`config.mk`:
```
export PLATFORM = sky130hd
export DESIGN_NAME = htsd_stack
export DESIGN_NICKNAME = d
export VERILOG_FILES = /design/src/rtl/core/htsd_pkg.sv /design/src/rtl/core/htsd_stack.sv
export SDC_FILE = /design/constraint.sdc
export NUM_CORES = 2
export LEC_CHECK = 0
export BUFFER_PORTS_ARGS = -buffer_cell sky130_fd_sc_hd__buf_2
export CAP_MARGIN = 20
export CORE_MARGIN = 3
export CORE_UTILIZATION = 45
export CTS_BUF_LIST = sky130_fd_sc_hd__clkbuf_16
export CTS_CLUSTER_DIAMETER = 80
export DETAILED_ROUTE_END_ITERATION = 10
export PLACE_DENSITY = 0.6
export SLEW_MARGIN = 20
export SYNTH_ARGS = -nofsm -noshare
export SYNTH_HDL_FRONTEND = slang
export SYNTH_SLANG_ARGS = --single-unit
```
`constraint.sdc`:
```
create_clock -name clk_i -period 2.31 [get_ports clk_i]
set_input_delay 0.462 -clock clk_i [delete_from_list [all_inputs] [get_ports clk_i]]
set_output_delay 0.462 -clock clk_i [all_outputs]
set_load 0.1 [all_outputs]
```
`src/rtl/core/htsd_pkg.sv`:
```
// htsd_pkg: shared types and constants of the huffman tree stream decoder
// no dependencies; used by every module under rtl/core except htsd_checker
package htsd_pkg;

  // default sizes of node table and open-node stack
  localparam int unsigned MaxNodesDef   = 512;
  localparam int unsigned StackDepthDef = 256;

  // fixed field widths
  localparam int unsigned SymW      = 8;
  localparam int unsigned SymCountW = 9;
  localparam int unsigned CharW     = 32;
  localparam int unsigned CfgW      = 32;

  localparam logic [SymCountW-1:0] SymbolCountRst = 9'd2;
  localparam logic [CharW-1:0]     CharCountRst   = 32'd0;

  // configuration register indexes
  localparam logic CfgSymbolCount = 1'b0;
  localparam logic CfgCharCount   = 1'b1;

  // decoder phase
  typedef enum logic [1:0] {
    PH_TREE,
    PH_WALK,
    PH_DONE,
    PH_ERR
  } phase_e;

  // bit sequencer states
  typedef enum logic [3:0] {
    ST_IDLE,
    ST_BIT,
    ST_LINK_L,
    ST_LEAF_PARENT,
    ST_LINK_R,
    ST_WALK_RD,
    ST_WALK_NEXT,
    ST_FLUSH
  } state_e;

  // node table write command
  typedef struct packed {
    logic init;   // fresh internal node, no children
    logic leaf;   // mark leaf and store symbol
    logic left;   // set left child
    logic right;  // set right child
  } node_we_t;

endpackage

```
`src/rtl/core/htsd_stack.sv`:
```
// htsd_stack: memory for open-node stack entries below the top of stack
// depends on htsd_pkg for parameter defaults
module htsd_stack #(
  parameter int unsigned MAX_NODES   = htsd_pkg::MaxNodesDef,
  parameter int unsigned STACK_DEPTH = htsd_pkg::StackDepthDef
) (
  input  logic                           clk_i,
  input  logic                           we_i,
  input  logic [$clog2(STACK_DEPTH)-1:0] waddr_i,
  input  logic [$clog2(MAX_NODES)-1:0]   wdata_i,
  input  logic [$clog2(STACK_DEPTH)-1:0] raddr_i,
  output logic [$clog2(MAX_NODES)-1:0]   rdata_o
);
  logic [$clog2(MAX_NODES)-1:0] mem [STACK_DEPTH];

  // single write, registered read
  always_ff @(posedge clk_i) begin
    if (we_i) begin
      mem[waddr_i] <= wdata_i;
    end
    rdata_o <= mem[raddr_i];
  end

endmodule

```
==> results.json <==
{
  "cts_sinks": 2313,
  "row_count": 162,
  "syn_area_per_cell_um2": 21.07,
  "vias": 46584,
  "vias_per_cell": 5.872,
  "setup_viol": 1,
  "cp_max_fo": 13,
  "synth_cell_types": 57,
  "cp-end-kind": "flip-flop",
  "cts_tree": "yes",
  "p_sw_frac": 0.2189,
  "netlist_instances": 4237,
  "hold_viol_final": 0,
  "grt_pass1_vias": 46757,
  "routed_wl_um": 235300,
  "timing.final.ws_setup_ns": -0.002368,
  "port_buffers": 35,
  "skew_ns": 0.04563,
  "post-route-drc-count": 0,
  "p_int_mw": 68.52,
  "hp-class": "in -> reg",
  "p_seq_frac": 0.529,
  "grt_setup_unrepaired": "false",
  "path_clk_slew_ns": 0.06,
  "synthFlopType": "edfxtp_1",
  "report.final.slew_viol_count": 0,
  "ys_ff_latch": 2313,
  "htree_levels": 4,
  "tightest_slew_ns": 0.8162,
  "cap_violations": 0,
  "crit_slowest_cell": "mux4_2",
  "dr.pass1.iters": 6,
  "fp.dieH_um": 451.4,
  "critical_path.startpoint_type": "input pin",
  "dieArea_um2": 203800,
  "post-route-util": 0.5447,
  "cts_setup_buffers": 0,
  "crit_arrival_ns": 3.03,
  "cts_root_buffer": "clkbuf_16",
  "grt_max_degree": 132,
  "top_usage_layer": "met2",
  "grt.overflow.total": 0,
  "met1_usage": 0.3426,
  "grt_use_met3": 0.03763,
  "cpMostUsedCell": "buf_4",
  "yosysTopAreaCellShare": 0.7750,
  "antenna_left": 0,
  "synth_nets": 4264,
  "die_w_um": 451.4,
  "yosysSeqAreaShare": 0.7770,
  "drt_iter0_drc": 5846,
  "synth_top_area_cell": "edfxtp_1",
  "antenna_found_initial": 12,
  "finalNetCount": 5136,
  "maxClockFrequency_ghz": 0.4325,
  "finalCriticalPeriod_ns": 2.312,
  "coreArea_um2": 196000,
  "use_met2": 0.3542,
  "drive_gt1_frac": 0.3294,
  "insertion_delay_ns": 0.88,
  "leakagePower_nw": 35.11,
  "grt_usage": 0.2311,
  "clkPwrFrac": 0.410,
  "min_period_over_period": 1.001,
  "criticalPathCategory": "in -> reg",
  "syn_area_um2": 89280,
  "ir_drop_mv": 0.7230,
  "wl_per_cell_um": 29.66,
  "io_pins": 36,
  "area_growth_pct": 19.60,
  "async_flop_share": 0,
  "crit_required_ns": 3.03,
  "clockBufferDepth": 3,
  "start_util": 0.4555,
  "synth-edff-count": 2304,
  "combinationalPowerShare": 0.061,
  "powerDensity_nw_per_um2": 821.5,
  "dpl_cell_area_um2": 99190,
  "final_area_um2": 106800,
  "synth_area_leaders": "edfxtp_1, mux4_2, mux2i_1",
  "slew_headroom": 0.4559,
  "place_inst": 7497,
  "switchingPower_mw": 19.20,
  "violations": "setup timing",
  "final_cell_count_no_fill": 7933,
  "ys_warn_count": 0,
  "critical_path.max_stage_delay_ns": 0.49,
  "numCtsBuffers": 229,
  "cp_cell_sequence": "buf_8 -> buf_12 -> buf_4 -> buf_4 -> mux4_2 -> a22oi_1 -> o31a_1 -> o21ai_0 -> buf_4 -> a211oi_4 -> nor4_1",
  "gp_congestion": 0.8677,
  "grt_pass1_wl_um": 339800,
  "status": "finished, violations left",
  "hpwl_um": 153400
}
## metrics by stage
stage	power [mW]	setup WS [ns]	hold slack [ns]	TNS (ns)
6_report	87.72	-0.002368	0.04834	-0.002368
4_1_cts	88.32	0.002811	0.001836	0
2_1_floorplan	49.61	-0.01335	0.5609	-2.812
3_5_place_dp	52.53	-1.493	0.7434	-13.09
3_3_place_gp	52.48	-1.560	0.7421	-12.78
5_1_grt	90.24	0.001669	0.01956	0
## layout make-up
class / count / area [um2]
Multi-Input combinational cell: 1663 / 18640
Inverter: 2 / 7.507
Clock buffer: 230 / 5756
Clock inverter: 196 / 1510
Fill cell: 14903 / 89230
Sequential cell: 2313 / 69370
Timing Repair Buffer: 900 / 8197
Antenna cell: 5 / 12.51
Tap cell: 2624 / 3283
## synth_stat cells, types with 4 or more instances
library cell and count:
a22o_1 8, o31a_1 8, nand3_1 31, dfxtp_1 9, nand2_1 40, mux2_2 21
a211oi_1 26, a31oi_1 10, o22ai_1 65, nor2b_1 28, buf_1 14, edfxtp_1 2304
buf_4 28, mux4_1 9, o21ai_1 5, buf_8 12, nor4_1 27, buf_12 5
nor3_1 21, a21oi_1 98, a221oi_1 11, nor2_1 305, clkbuf_1 120, and3b_1 4
o21ai_0 31, buf_2 54, or2_2 4, nand2b_1 9, a22oi_1 174, mux4_2 467
o221ai_1 35, buf_6 26, nand4_1 11, mux2i_1 177
## path summary, 6_finish.rpt
path / start / end / slack [ns] / depth (start not counted)
max: raddr_i[0] / rdata_o[2]$_DFF_P_ / -0.002 / 11
min: wdata_i[1] / mem[218][1]$_DFFE_PP_ / 0.05 / 1
max reg2reg: mem[80][7]$_DFFE_PP_ / rdata_o[7]$_DFF_P_ / 0.06 / 8
min reg2reg: mem[37][1]$_DFFE_PP_ / rdata_o[1]$_DFF_P_ / 1.01 / 5
## power by group through the flow
| stage | logic, mW | registers, mW | clock network [mW] |
|---|---|---|---|
| after floorplan | 2.20 | 47.4 | 0 |
| after global placement | 5.23 | 47.3 | 0 |
| after detailed placement | 5.28 | 47.3 | 0 |
| after CTS | 5.36 | 46.4 | 36.6 |
| after global routing | 5.61 | 46.3 | 38.3 |
| final | 5.36 | 46.4 | 36.0 |
## per-layer routing
metal / part of all wire / wire [um] / vias to the layer above
met5: 0 / 0 / -
met4: 0.032 / 7432 / 0
met3: 0.079 / 18700 / 362
met2: 0.47 / 109900 / 1968
met1: 0.42 / 99260 / 24700
li1: - / - / 19554
## what timing repair did
action | in CTS | in global routing
endpoints found under the hold margin | 86 | 0
setup endpoints to repair | 16 | 9
pin swaps | 2 | 4
hold buffers | 6 | 0
resized for setup | 34 | 17
## critical path, delay by kind of cell
family          cells  cell delay (ns)
simple gates        1             0.10
compound gates      4             0.98
buf+inv             5             0.93
mux                 1             0.49
## flip-flops by register name, indices dropped and copies added (netlist names)
signal   cells
mem       2304
rdata_o      9
## cells in the final DEF (no fill, tap or decap), types with 9 or more instances in the layout
master / netlist / final
inv_1: 1 / 43
nor3_1: 21 / 19
o221ai_1: 35 / 35
buf_2: 54 / 15
buf_12: 5 / 110
nor4_1: 27 / 17
mux2_2: 21 / 21
nand4_1: 11 / 11
clkinv_2: 0 / 41
mux4_2: 467 / 467
bufinv_16: 0 / 19
clkbuf_16: 0 / 230
a211oi_1: 26 / 22
nand2b_1: 9 / 9
mux2i_1: 177 / 177
clkinv_1: 1 / 71
nand2_1: 40 / 40
edfxtp_1: 2304 / 2304
nand3_1: 31 / 31
buf_8: 12 / 11
mux4_1: 9 / 9
nor2_1: 305 / 303
o22ai_1: 65 / 65
a31oi_1: 10 / 10
nor2b_1: 28 / 24
o21ai_0: 31 / 30
a22oi_1: 174 / 168
a21oi_1: 98 / 93
buf_4: 28 / 757
## kinds of logic (layout without fill, tap and decap cells)
logic type             Yosys count  count (layout)  synth area share
muxes                          674             674            0.1429
and+or+nand+nor                500             500           0.02504
AOI/OAI and AO/OA              489             489           0.03752
DFF                           2313            2313            0.7770
buffers and inverters          261            1328           0.01752
other                            0               5                 0
Note: power is estimated with default switching activity, not from simulation.
